[config.mk]
export PLATFORM = sky130hd
export DESIGN_NAME = rpn_front
export DESIGN_NICKNAME = d
export VERILOG_FILES = /design/src/hw/rtl/rpn_pkg.sv /design/src/hw/rtl/rpn_front.sv
export VERILOG_INCLUDE_DIRS = /design/src /design/src/hw/rtl
export SDC_FILE = /design/constraint.sdc
export NUM_CORES = 1
export LEC_CHECK = 0
export BUFFER_PORTS_ARGS = -buffer_cell sky130_fd_sc_hd__buf_2
export CAP_MARGIN = 20
export CELL_PAD_IN_SITES_DETAIL_PLACEMENT = 2
export CELL_PAD_IN_SITES_GLOBAL_PLACEMENT = 2
export CORE_ASPECT_RATIO = 0.9
export CORE_MARGIN = 5
export CORE_UTILIZATION = 39
export CTS_CLUSTER_DIAMETER = 100
export DETAILED_ROUTE_END_ITERATION = 6
export PLACE_DENSITY_LB_ADDON = 0.3
export SYNTH_ARGS = -nofsm -noshare
export SYNTH_HDL_FRONTEND = slang
export SYNTH_SLANG_ARGS = --single-unit
[constraint.sdc]
create_clock -name clk -period 5.4 [get_ports clk]
set_clock_uncertainty 0.1 [all_clocks]
set_input_delay 0.81 -clock clk [delete_from_list [all_inputs] [get_ports clk]]
set_output_delay 0.81 -clock clk [all_outputs]
set_load 0.01 [all_outputs]
[src/hw/rtl/rpn_integer_evaluator_macros.svh]
// assertion macros for the rpn evaluator
`ifndef RPN_INTEGER_EVALUATOR_MACROS_SVH
`define RPN_INTEGER_EVALUATOR_MACROS_SVH
// implication checked on every clock edge outside reset
`define RPN_ASSERT_IMPL(label, clk, rst_n, a, c) \
	label: assert property (@(posedge clk) disable iff (!rst_n) (a) |-> (c)) \
		else $error("assertion failed");
// implication whose consequent is checked in the following cycle
`define RPN_ASSERT_NEXT(label, clk, rst_n, a, c) \
	label: assert property (@(posedge clk) disable iff (!rst_n) (a) |=> (c)) \
		else $error("assertion failed");
`endif

[src/hw/rtl/rpn_pkg.sv]
// shared types and constants for the rpn evaluator
package rpn_pkg;
	localparam int StackDepthDef = 16;
	localparam int QueueDepth = 2;

	typedef enum logic [1:0] {
		OPN_PUSH = 2'd0,
		OPN_APPLY = 2'd1,
		OPN_END = 2'd2,
		OPN_NONE = 2'd3
	} opn_t;

	typedef enum logic [4:0] {
		OP_PLUS = 5'd0, OP_NEG = 5'd1, OP_NOT = 5'd2, OP_LNOT = 5'd3,
		OP_MUL = 5'd4, OP_DIV = 5'd5, OP_MOD = 5'd6, OP_ADD = 5'd7,
		OP_SUB = 5'd8, OP_SHL = 5'd9, OP_SHR = 5'd10, OP_GE = 5'd11,
		OP_GT = 5'd12, OP_LE = 5'd13, OP_LT = 5'd14, OP_EQ = 5'd15,
		OP_NE = 5'd16, OP_AND = 5'd17, OP_XOR = 5'd18, OP_OR = 5'd19,
		OP_LAND = 5'd20, OP_LOR = 5'd21, OP_ELSE = 5'd22, OP_IF = 5'd23
	} opc_t;

	typedef enum logic [2:0] {
		ST_OK = 3'd0, ST_FEW = 3'd1, ST_DIV0 = 3'd2, ST_MOD0 = 3'd3,
		ST_TERN = 3'd4, ST_COUNT = 3'd5, ST_OVER = 3'd6
	} status_t;

	// classified transaction handed from front to back
	typedef struct packed {
		opn_t opn;
		logic [4:0] opc;
		logic [1:0] need;
		logic [63:0] value;
	} cmd_t;

	function automatic logic [1:0] arg_count(input logic [4:0] opc);
		if (opc <= 5'd3) arg_count = 2'd1;
		else if (opc <= 5'd21) arg_count = 2'd2;
		else if (opc == 5'd22) arg_count = 2'd3;
		else arg_count = 2'd0;
	endfunction
endpackage

[src/hw/rtl/rpn_front.sv]
// input stage and command queue
module rpn_front import rpn_pkg::*; (
	input logic clk,
	input logic arst_n,
	input logic push,
	output logic full,
	input logic [1:0] operation,
	input logic [63:0] value,
	input logic [4:0] operator_code,
	output logic cmd_valid,
	output cmd_t cmd,
	input logic cmd_take
);
	localparam int PtrW = $clog2(QueueDepth);
	cmd_t q_q [QueueDepth];
	logic [PtrW-1:0] wp_q, rp_q;
	logic [PtrW:0] cnt_q;
	logic acc;
	cmd_t nc;

	always_comb begin
		nc.opn = opn_t'(operation);
		nc.opc = operator_code;
		nc.need = arg_count(operator_code);
		nc.value = value;
	end

	// operation 3 is dropped here
	assign full = (cnt_q == (PtrW+1)'(QueueDepth));
	assign acc = push && !full && (operation != OPN_NONE);
	assign cmd_valid = (cnt_q != '0);
	assign cmd = q_q[rp_q];

	always_ff @(posedge clk) begin
		if (acc) q_q[wp_q] <= nc;
	end

	always_ff @(posedge clk or negedge arst_n) begin
		if (!arst_n) begin
			wp_q <= '0;
			rp_q <= '0;
			cnt_q <= '0;
		end else begin
			if (acc) wp_q <= wp_q + 1'b1;
			if (cmd_take) rp_q <= rp_q + 1'b1;
			cnt_q <= cnt_q + (PtrW+1)'(acc) - (PtrW+1)'(cmd_take);
		end
	end

	`include "rpn_integer_evaluator_macros.svh"
	`RPN_ASSERT_IMPL(a_take_valid, clk, arst_n, cmd_take, cmd_valid)
	`RPN_ASSERT_IMPL(a_cnt_range, clk, arst_n, 1'b1, cnt_q <= (PtrW+1)'(QueueDepth))
endmodule

==> results of run 1 <==
## layout make-up
type	instances	area share [%]
sequential	150	61.8
clock inverter	13	1.50
multi-input combinational	91	16.6
clock buffer	19	5.96
inverter	2	0.103
timing repair buffer	153	10.7
tap	198	3.41
## logic make-up (layout without fill, tap and decap cells)
family,after synthesis,count (layout)
multiplexers,73,73
adder cells (fa/ha/maj),2,2
AND/OR/NAND/NOR,9,9
AO/OA/AOI/OAI,3,3
flip-flops,150,150
buffers and inverters,10,187
XOR/XNOR,4,4
## cell usage after synthesis (all sizes together)
cell type | instances | area share [%]
edfxtp | 146 | 76
ha | 2 | 0.43
buf | 8 | 1.5
nor2 | 2 | 0.13
a21oi | 2 | 0.17
inv | 2 | 0.13
or2 | 2 | 0.22
xnor2 | 3 | 0.46
and2b | 1 | 0.13
nand3b | 1 | 0.35
mux2 | 73 | 18
dfrtp | 4 | 1.7
nand4b | 1 | 0.15
a31o | 1 | 0.15
nand2 | 1 | 0.065
xor2 | 1 | 0.15
nor3 | 1 | 0.087
## layer usage
layer / vias up / GRT usage, %
li1: 1318 / -
met1: 1423 / 16.8
met4: 2 / 4.18
met2: 113 / 23.5
met3: 15 / 7.67
met5: - / 0
## final timing paths
check | start | endpoint | slack, ns | cells past startpoint
max | rp_q$_DFFE_PN0P_ | cmd[63] | 1.97 | 3
min | arst_n | cnt_q[0]$_DFF_PN0_ | 0.09 | 1
max reg2reg | cnt_q[1]$_DFF_PN0_ | q_q[0][43]$_DFFE_PP_ | 2.79 | 4
min reg2reg | cnt_q[1]$_DFF_PN0_ | cnt_q[1]$_DFF_PN0_ | 0.40 | 1
max in group asynchronous | arst_n | rp_q$_DFFE_PN0P_ | 4.97 | 1
min in group clk | cnt_q[1]$_DFF_PN0_ | cnt_q[1]$_DFF_PN0_ | 0.40 | 1
## sequential cells by signal (all words and copies together) (netlist names)
register  cells
wp_q          1
rp_q          1
q_q         146
cnt_q         2
## power by group through the flow
stage / registers [mW] / clock network (mW) / logic, mW
2_1_floorplan: 1.61 / 0 / 0.822
3_3_place_gp: 1.72 / 0 / 1.05
3_5_place_dp: 1.74 / 0 / 1.08
4_1_cts: 1.71 / 1.11 / 1.08
5_1_grt: 1.73 / 1.17 / 1.13
6_report: 1.70 / 1.08 / 1.04
## through the flow
step                      utilization, %  hold WS [ns]  area (um2)
after floorplan                        -         0.353        5770
final                               49.7        0.0920        7270
after CTS                           49.7        0.0750        7270
after global routing                49.7        0.0704        7270
after global placement              46.0         0.386        6730
after detailed placement            46.0         0.392        6730
==> reports/metrics.yaml, run 1 <==
outcome:
  outcome: "finished clean"
synth:
  adder_cell_share_of_the_synthesized_area_pct: 0.434
  mappedNetlistNets: 328
  synth-simple-area-share_pct: 1.13
  yosys_register_bits: 150
  ys.warnings.count: 0
  combinational_family_with_the_most_area_after_synthesis: "multiplexers"
  syn-mean-instance-area_um2: 23.0
  synthesis.area_mm2: 0.00577
  post_synth_xor_area_fraction_pct: 0.608
  synth_cell_types: 19
  yosys-mux-area-fraction_pct: 18.2
  synthCells: 251
  ys_seq_area_share_pct: 77.8
  synthesized_area_fraction_occupied_by_ao_oa_aoi_and_oai_cells_pct: 0.325
power:
  p_sw_share_pct: 28.5
  clock_power_share_pct: 28.1
  fin_total_pwr_mw: 3.82
  share_seq_of_total_power_pct: 44.6
  cellPowerDensity_mw_per_mm2: 526
  net-switching-power_mw: 1.09
  cellInternalPower_mw: 2.73
  total_leakage_power_nw: 2.87
  vdd_drop_max_uv: 323
  power.combinational.fraction_pct: 27.3
finish:
  seq_area_mm2: 0.00449
  finish.cell_count_without_fillers: 626
  layout_commonest_cell: "sky130_fd_sc_hd__buf_2"
  layout.nets: 492
  commonest_cells_after_routing_fill_and_taps_aside: "sky130_fd_sc_hd__buf_2 (149), sky130_fd_sc_hd__edfxtp_1 (146), sky130_fd_sc_hd__mux2_4 (60)"
  diodes: 0
  synthToLayoutAreaGrowth_pct: 26.0
  layout_cells_sized_above_1_pct: 61.2
  multi_input_area_mm2: 0.00121
  fill_cells: 1375
detailed_routing:
  met2RoutedLength_mm: 5.97
  vias: 2871
  detailedRoute.firstIterationViolations: 196
  wl_met3_um: 993
  ant_nets: 0
  routedLengthMet1_mm: 4.98
  drt-pass1-iter-count: 4
  wirelength_mm: 12.1
  routed.top_layer: "met5"
  drt_drc_violations_left: 0
  mean_number_of_vias_per_cell: 4.59
  routed_wire_length_per_instance_um: 19.3
worst_hold_path:
  min_path_type: "primary input to async pin"
placed_design:
  number_of_placed_instances_with_taps_included: 594
  routability_driven_placement_congestion_ratio: 0.667
  port_buffers: 149
  dpl_worst_slack_ns: 2.31
  hpwlAfterDp_mm: 8.60
timing:
  finalCritPeriodShare_pct: 63.6
  max_freq_mhz: 291
  setup-violations-final: 0
  tns_ns: 0
  rsz0062_at_grt: "false"
  slew_violations: 0
  worstMarginPinSlew_ns: 1.07
  hold_viol_final: 0
  worst_slack_ns: 1.97
  fin_crit_ns: 3.43
  slew_headroom_pct: 29.0
cts:
  cts_buffers: 17
  cts_sinks: 150
  cts_htree_levels: 4
  path_clk_slew_ns: 0.06
  cts_tree: "built"
  worst_skew_late_latency_ns: 0.41
  clk_root_buffer_cell: "sky130_fd_sc_hd__clkbuf_16"
  post-cts-setup-buffer-count: 0
  ctsResizeCount: 0
  cts-root-to-sink-buffers: 2
  cts-hold-fix-buffers: 0
worst_setup_path:
  start_kind: "flip-flop"
  timing.critical_path.required_ns: 4.49
  crit_path_cell_trace: "buf_4 -> mux2_2 -> buf_2"
  critPathBufInv: 2
  cp-end-kind: "primary output"
  critPathKind: "flip-flop to primary output"
  worst_path_max_delay_cell: "sky130_fd_sc_hd__dfrtp_4"
  critical_path_arrival_ns: 2.52
  cp_top_family: "flip-flops"
  critical_path.max_stage_delay_ns: 1.12
  crit_path_max_fanout: 58
global_routing:
  first_global_vias: 3377
  grt_first_pass_wirelength_mm: 19.0
  grt-ovfl-total: 0
  grt_antenna_before_repair: 1
  grt_max_degree: 59
  gr-usage-all-layers_pct: 14.5
floorplan:
  placement_rows: 42
  die_span_x_um: 138
  design.core.area_mm2: 0.0146
  floorplan.die.height_um: 125
  boundaryPins: 150
  floorplan.initialDensity_pct: 39.5
  floorplan.die_area_mm2: 0.0173
run:
  cap_violations: 0
Power figures use the tool's default switching activity.
==> run 2: changes to the inputs <==
--- a/config.mk
+++ b/config.mk
@@ -6,13 +6,14 @@
 export SDC_FILE = /design/constraint.sdc
 export NUM_CORES = 1
 export LEC_CHECK = 0
+export ABC_AREA = 1
 export BUFFER_PORTS_ARGS = -buffer_cell sky130_fd_sc_hd__buf_2
 export CAP_MARGIN = 20
 export CELL_PAD_IN_SITES_DETAIL_PLACEMENT = 2
 export CELL_PAD_IN_SITES_GLOBAL_PLACEMENT = 2
 export CORE_ASPECT_RATIO = 0.9
 export CORE_MARGIN = 5
-export CORE_UTILIZATION = 39
+export CORE_UTILIZATION = 35
 export CTS_CLUSTER_DIAMETER = 100
 export DETAILED_ROUTE_END_ITERATION = 6
 export PLACE_DENSITY_LB_ADDON = 0.3
==> constraint.sdc (replaced) <==
create_clock -name clk -period 3.3 [get_ports clk]
set_clock_uncertainty 0.1 [all_clocks]
set_input_delay 0.495 -clock clk [delete_from_list [all_inputs] [get_ports clk]]
set_output_delay 0.495 -clock clk [all_outputs]
set_load 0.01 [all_outputs]
==> reports/metrics.yaml, run 2 <==
outcome:
  outcome: "finished clean"
detailed_routing:
  routed_wire_length_per_instance_um: 17.0  # -12%
  wirelength_mm: 13.6  # +12%
  drt-pass1-iter-count: 4  # unchanged
  drt_drc_violations_left: 0  # unchanged
  ant_nets: 0  # unchanged
  detailedRoute.firstIterationViolations: 156  # -20%
  vias: 3589  # +25%
  mean_number_of_vias_per_cell: 4.49  # -2.2%
timing:
  slew_violations: 0  # unchanged
  worstMarginPinSlew_ns: 0.691  # -0.375 ns
  setup-violations-final: 0  # unchanged
  finalCritPeriodShare_pct: 79.1
  final.hold.worst_slack_ns: 0.168  # +0.0764 ns
  rsz0062_at_grt: "false"
  hold_viol_final: 0  # unchanged
  slew_headroom_pct: 54.0  # +25 points
  max_freq_mhz: 383
  worst_slack_ns: 0.689  # -1.28 ns
  tns_ns: 0  # unchanged
  fin_crit_ns: 2.61
synth:
  ys_seq_area_share_pct: 78.2  # +0.48 points
  ys.warnings.count: 0  # unchanged
  synthesis.area_mm2: 0.00573  # -0.61%
  yosys_register_bits: 150  # unchanged
  synth_enable_flop_cells: 146  # unchanged
  synth_commonest_cells: "sky130_fd_sc_hd__edfxtp_1 (146), sky130_fd_sc_hd__nand2_1 (87), sky130_fd_sc_hd__inv_1 (84), sky130_fd_sc_hd__o21ai_0 (57), sky130_fd_sc_hd__o21ai_1 (16)"
  synth_async_sr_flop_share_pct: 2.67  # unchanged
  syn-mean-instance-area_um2: 13.6  # -41%
  synth_most_common_cell: "sky130_fd_sc_hd__edfxtp_1"
  mappedNetlistNets: 498  # +52%
  ys_top_cells_by_area: "sky130_fd_sc_hd__edfxtp_1 (76%), sky130_fd_sc_hd__nand2_1 (5.7%), sky130_fd_sc_hd__inv_1 (5.5%), sky130_fd_sc_hd__o21ai_0 (5.0%), sky130_fd_sc_hd__buf_6 (2.6%)"
  top_reg_cell_synth: "sky130_fd_sc_hd__edfxtp_1"
  yosysTopAreaCell: "sky130_fd_sc_hd__edfxtp_1"
  synthDominantCellAreaShare_pct: 76.5  # +0.46 points
  synth_cell_types: 16  # -3
  synthCells: 421  # +68%
worst_setup_path:
  start_kind: "flip-flop"
  cp-end-kind: "primary output"
  worst_path_max_delay_cell: "sky130_fd_sc_hd__dfrtp_4"
  critical_path.max_stage_delay_ns: 0.86  # -0.26 ns
  reg2reg_setup_slack_ns: 1.32  # -1.47 ns
  timing.critical_path.required_ns: 2.70  # -1.79 ns
  critical_path_arrival_ns: 2.02  # -0.50 ns
  critPathKind: "flip-flop to primary output"
  crit_path_max_fanout: 73  # +26%
  r2r_start: "cnt_q[0]$_DFF_PN0_"
  worst_setup_path_startpoint: "rp_q$_DFFE_PN0P_"
  crit_path_cell_trace: "buf_12 -> nand2_1 -> o21ai_0 -> buf_2"
finish:
  fill_cells: 1633  # +19%
  layout.core_utilization_pct: 44.6  # -5.1 points
  diodes: 0  # unchanged
  largest_reg_flops: 146  # unchanged
  registers_with_the_most_flip_flops: "q_q: 146 flops, cnt_q: 2 flops"
  commonest_cells_after_routing_fill_and_taps_aside: "sky130_fd_sc_hd__buf_2 (149), sky130_fd_sc_hd__edfxtp_1 (146), sky130_fd_sc_hd__nand2_1 (87)"
  layout_cells_sized_above_1_pct: 32.0  # -29 points
  register_with_the_highest_flop_count: "q_q"
  layout_commonest_cell: "sky130_fd_sc_hd__buf_2"
  layout.nets: 657  # +34%
  synthToLayoutAreaGrowth_pct: 25.6
cts:
  cts-root-to-sink-buffers: 2  # unchanged
  cts_tree: "built"
  clk_root_buffer_cell: "sky130_fd_sc_hd__clkbuf_16"
  worst_skew_late_latency_ns: 0.41  # about the same
  cts_htree_levels: 4  # unchanged
  cts_buffers: 17  # unchanged
  cts_sinks: 150  # unchanged
  path_clk_slew_ns: 0.06  # about the same
power:
  cellPowerDensity_mw_per_mm2: 846  # +61%
  vdd_drop_max_uv: 401  # +24%
  total_leakage_power_nw: 3.07  # +7.3%
  fin_total_pwr_mw: 6.09  # +59%
placed_design:
  hpwlAfterDp_mm: 9.90  # +15%
  port_buffers: 149  # unchanged
  dpl_worst_slack_ns: 1.09  # -1.22 ns
  routability_driven_placement_congestion_ratio: 0.760  # +14%
global_routing:
  grt_first_pass_wirelength_mm: 21.0  # +10%
  gr-usage-all-layers_pct: 14.6  # +0.12 points
  grt-ovfl-total: 0  # unchanged
  grt_max_degree: 74  # +25%
  grt_antenna_before_repair: 2  # +1
  first_global_vias: 4049  # +20%
floorplan:
  floorplan.initialDensity_pct: 35.5  # -3.9 points
  floorplan.die.height_um: 131  # +4.8%
  placement_rows: 44  # +4.8%
  boundaryPins: 150  # unchanged
  floorplan.die_area_mm2: 0.0190  # +9.9%
  die_span_x_um: 145  # +4.9%
  design.core.area_mm2: 0.0161  # +10%
worst_hold_path:
  min_path_type: "primary input to flip-flop"
  min-delay-start: "value[58]"
run:
  cap_violations: 0  # unchanged
run 2: cell types whose count changed after synthesis, moves of 2 or more:
cell | previous run | this run
sky130_fd_sc_hd__mux2_2 | 13 | 0
sky130_fd_sc_hd__inv_1 | 2 | 84
sky130_fd_sc_hd__xnor2_1 | 3 | 0
sky130_fd_sc_hd__o21ai_1 | 0 | 16
sky130_fd_sc_hd__nand2_1 | 1 | 87
sky130_fd_sc_hd__mux2_4 | 60 | 0
sky130_fd_sc_hd__or2_2 | 2 | 0
sky130_fd_sc_hd__nand3_1 | 0 | 3
sky130_fd_sc_hd__o21ai_0 | 0 | 57
sky130_fd_sc_hd__buf_6 | 7 | 13
sky130_fd_sc_hd__buf_4 | 0 | 2
run 2: final cells by class:
type / count / area, um2 / share of cell area, %
Timing Repair Buffer: 156 / 813 / 11.3
Sequential cell: 150 / 4490 / 62.4
Multi-Input combinational cell: 171 / 773 / 10.7
Inverter: 84 / 317 / 4.40
Clock buffer: 17 / 425 / 5.91
Clock inverter: 15 / 123 / 1.70
Tap cell: 207 / 259 / 3.60
run 2: kinds of logic (layout without fill, tap and decap cells):
group	Yosys count	after routing	share of synthesized area (%)
simple gates	93	93	6.20
compound gates	75	75	6.57
fa+ha+maj	2	2	0.437
buf+inv	100	272	8.40
flops	150	150	78.2
xor+xnor	1	1	0.153
run 2: timing repair:
action	4_1_cts	5_1_grt
endpoints found under the hold margin	4	0
buffers inserted	0	0
resized for setup	0	0
hold buffers	1	0
run 2: power breakdown:
group,switching (mW),internal (mW)
clock network,0.779,0.978
logic,1.05,0.575
registers,0.210,2.50
total,2.04,4.05
run 2: critical path: cells and delay by family (launching register included):
family          cells  cell delay, ns
flops               1            0.86
buf+inv             2            0.49
compound gates      1            0.12
simple gates        1            0.07
run 2: routing by layer:
layer	up-vias	wire length [um]	GRT usage, %
li1	1736	-	-
met5	-	14	0
met2	81	7590	26.7
met4	4	203	5.34
met1	1753	5090	15.8
met3	15	664	4.11
run 2: final timing paths:
kind / end / depth (start not counted)
max: cmd[69] / 4
min: q_q[0][58]$_DFFE_PP_ / 1
max reg2reg: q_q[0][2]$_DFFE_PP_ / 5
min reg2reg: wp_q$_DFFE_PN0P_ / 2
max in group asynchronous: rp_q$_DFFE_PN0P_ / 2
min in group asynchronous: cnt_q[0]$_DFF_PN0_ / 2
run 2: per-stage QoR:
step / cells / cell area, um2
final: 800 / 7200
after global routing: 800 / 7200
after CTS: 800 / 7200
after detailed placement: 767 / 6640
after global placement: 767 / 6640
after floorplan: 421 / 5730
==> run 3: changes to the inputs <==
--- a/config.mk
+++ b/config.mk
@@ -6,14 +6,14 @@
 export SDC_FILE = /design/constraint.sdc
 export NUM_CORES = 1
 export LEC_CHECK = 0
-export ABC_AREA = 1
+export ABC_AREA = 0
 export BUFFER_PORTS_ARGS = -buffer_cell sky130_fd_sc_hd__buf_2
 export CAP_MARGIN = 20
 export CELL_PAD_IN_SITES_DETAIL_PLACEMENT = 2
 export CELL_PAD_IN_SITES_GLOBAL_PLACEMENT = 2
 export CORE_ASPECT_RATIO = 0.9
 export CORE_MARGIN = 5
-export CORE_UTILIZATION = 35
+export CORE_UTILIZATION = 39
 export CTS_CLUSTER_DIAMETER = 100
 export DETAILED_ROUTE_END_ITERATION = 6
 export PLACE_DENSITY_LB_ADDON = 0.3
==> constraint.sdc (replaced) <==
create_clock -name clk -period 2.5 [get_ports clk]
set_clock_uncertainty 0.1 [all_clocks]
set_input_delay 0.375 -clock clk [delete_from_list [all_inputs] [get_ports clk]]
set_output_delay 0.375 -clock clk [all_outputs]
set_load 0.01 [all_outputs]
==> reports/metrics.yaml, run 3 (synthesis gave the netlist of run 1 again) <==
finish:
  layout_cells_sized_above_1_pct: 60.4  # +28 points
  synthToLayoutAreaGrowth_pct: 26.8
  layout_commonest_cell: "sky130_fd_sc_hd__buf_2"
  register_with_the_highest_flop_count: "q_q"
  layout.core_utilization_pct: 50.1  # +5.4 points
  largest_reg_flops: 146  # unchanged
  layout.nets: 496  # -25%
  commonest_cells_after_routing_fill_and_taps_aside: "sky130_fd_sc_hd__buf_2 (149), sky130_fd_sc_hd__edfxtp_1 (146), sky130_fd_sc_hd__mux2_4 (60)"
  registers_with_the_most_flip_flops: "q_q: 146 flops, cnt_q: 2 flops"
  diodes: 0  # unchanged
detailed_routing:
  routedLengthMet1_mm: 5.05  # -0.90%
  wl_met3_um: 857  # +29%
  ant_nets: 0  # unchanged
  met2RoutedLength_mm: 6.81  # -10%
  detailedRoute.firstIterationViolations: 185  # +19%
  routed.top_layer: "met5"
  drt-pass1-iter-count: 4  # unchanged
  drt_drc_violations_left: 0  # unchanged
  wirelength_mm: 12.9  # -5.0%
  mean_number_of_vias_per_cell: 4.60  # +2.6%
  vias: 2900  # -19%
  routed_wire_length_per_instance_um: 20.4  # +21%
worst_setup_path:
  critPathKind: "flip-flop to primary output"
  worst-r2r-cell-count: 7  # +2
  crit_path_max_fanout: 16  # -78%
  crit_path_cell_trace: "buf_4 -> mux2_4 -> buf_2"
  critical_register_to_register_path_endpoint: "cnt_q[1]$_DFF_PN0_"
  start_kind: "flip-flop"
  worst_path_max_delay_cell: "sky130_fd_sc_hd__dfrtp_4"
  timing.critical_path.required_ns: 2.03  # -0.67 ns
  critical_path_arrival_ns: 1.79  # -0.23 ns
  r2r_start: "cnt_q[1]$_DFF_PN0_"
  critical_path.max_stage_delay_ns: 0.60  # -0.26 ns
  cp-end-kind: "primary output"
  reg2reg_setup_slack_ns: 0.59  # -0.73 ns
cts:
  ctsResizeCount: 0  # unchanged
  clk_root_buffer_cell: "sky130_fd_sc_hd__clkbuf_16"
  cts_htree_levels: 4  # unchanged
  worst_skew_late_latency_ns: 0.42  # about the same
  path_clk_slew_ns: 0.06  # about the same
  cts_tree: "built"
  cts-root-to-sink-buffers: 2  # unchanged
  cts_buffers: 17  # unchanged
  cts_sinks: 150  # unchanged
power:
  vdd_drop_max_uv: 612  # +52%
  power.combinational.fraction_pct: 31.2  # +4.5 points
  share_seq_of_total_power_pct: 42.6  # -1.8 points
  net-switching-power_mw: 2.38  # +17%
  cellPowerDensity_mw_per_mm2: 1130  # +33%
  clock_power_share_pct: 26.2  # -2.6 points
  cellInternalPower_mw: 5.86  # +45%
  total_leakage_power_nw: 2.89  # -6.0%
  p_sw_share_pct: 28.9  # -4.6 points
  fin_total_pwr_mw: 8.24  # +35%
global_routing:
  first_global_vias: 3364  # -17%
  grt_max_degree: 74  # unchanged
  grt-ovfl-total: 0  # unchanged
  grt_antenna_before_repair: 1  # -1
  gr-usage-all-layers_pct: 15.3  # +0.70 points
  grt_first_pass_wirelength_mm: 19.9  # -5.3%
run:
  cap_violations: 0  # unchanged
placed_design:
  hpwlAfterDp_mm: 9.20  # -7.1%
  routability_driven_placement_congestion_ratio: 0.690  # -9.2%
  dpl_worst_slack_ns: 0.451  # -0.643 ns
  port_buffers: 149  # unchanged
floorplan:
  boundaryPins: 150  # unchanged
  placement_rows: 42  # -4.5%
  design.core.area_mm2: 0.0146  # -9.4%
  floorplan.die_area_mm2: 0.0173  # -9.0%
  die_span_x_um: 138  # -4.6%
  floorplan.die.height_um: 125  # -4.6%
  floorplan.initialDensity_pct: 39.5  # +3.9 points
timing:
  tns_ns: 0  # unchanged
  fin_crit_ns: 2.26
  final.hold.worst_slack_ns: 0.0425  # -0.126 ns
  slew_violations: 0  # unchanged
  slew_headroom_pct: 71.9  # +18 points
  worst_slack_ns: 0.235  # -0.454 ns
  rsz0062_at_grt: "false"
  hold_viol_final: 0  # unchanged
  worstMarginPinSlew_ns: 0.422  # -0.268 ns
  finalCritPeriodShare_pct: 90.6
  setup-violations-final: 0  # unchanged
  max_freq_mhz: 442
outcome:
  outcome: "finished clean"
worst_hold_path:
  min-delay-start: "value[9]"
  min_path_type: "primary input to flip-flop"
  timing.hold.worst_path_depth: 1  # unchanged
  min_delay_worst_endpoint: "q_q[0][9]$_DFFE_PP_"
run 3: cell count changes in the layout (fill, tap and decap cells not counted), moves of 3 or more:
cell,before,now
sky130_fd_sc_hd__o21ai_0,57,0
sky130_fd_sc_hd__nand3_1,3,0
sky130_fd_sc_hd__nand2_1,87,1
sky130_fd_sc_hd__clkinv_1,0,5
sky130_fd_sc_hd__xnor2_1,0,3
sky130_fd_sc_hd__clkinv_4,4,0
sky130_fd_sc_hd__mux2_2,0,13
sky130_fd_sc_hd__inv_6,5,0
sky130_fd_sc_hd__o21ai_1,16,0
sky130_fd_sc_hd__inv_1,83,2
sky130_fd_sc_hd__mux2_4,0,60
run 3: stage by stage:
stage,instance area [um2],cells
after detailed placement,6780,596
final,7310,630
after CTS,7310,630
after floorplan,5770,251
after global routing,7310,630
after global placement,6780,596
run 3: timing repair:
| item | CTS | global route |
|---|---|---|
| hold endpoints to repair | 4 | 0 |
| setup buffers | 1 | 0 |
| endpoints found under the setup margin | 6 | 0 |
| hold buffers | 1 | 0 |
run 3: metal layers:
layer / GRT usage (%) / vias up
li1: - / 1334
met1: 17.6 / 1438
met2: 26.1 / 112
met3: 6.53 / 14
met4: 4.71 / 2
met5: 0 / -
run 3: critical path: cells and delay by family, from the launching register on:
kind	cells	cell delay (ns)
flops	1	0.60
mux	1	0.32
buf+inv	2	0.44
run 3: layout make-up:
type / instances / area [um2]
Clock buffer: 19 / 433
Inverter: 2 / 7.51
Tap cell: 198 / 248
Multi-Input combinational cell: 91 / 1210
Fill cell: 1360 / 7290
Sequential cell: 150 / 4490
Timing Repair Buffer: 157 / 866
Clock inverter: 13 / 66.3
run 3: worst max path at each step:
| stage | startpoint | to | slack, ns |
|---|---|---|---|
| 6_report | rp_q$_DFFE_PN0P_ | cmd[24] | 0.24 |
| 5_1_grt | rp_q$_DFFE_PN0P_ | cmd[42] | 0.15 |
| 4_1_cts | rp_q$_DFFE_PN0P_ | cmd[33] | 0.19 |
| 3_5_place_dp | rp_q$_DFFE_PN0P_ | cmd[43] | 0.45 |
| 3_3_place_gp | rp_q$_DFFE_PN0P_ | cmd[33] | 0.46 |
| 2_1_floorplan | cnt_q[1]$_DFF_PN0_ | q_q[0][0]$_DFFE_PP_ | -0.69 |
run 3: power by group through the flow:
stage / clock [mW] / combinational (mW) / sequential, mW
2_1_floorplan: 0 / 1.78 / 3.46
3_3_place_gp: 0 / 2.46 / 3.57
3_5_place_dp: 0 / 2.53 / 3.63
4_1_cts: 2.24 / 2.66 / 3.52
5_1_grt: 2.36 / 2.77 / 3.55
6_report: 2.16 / 2.57 / 3.51
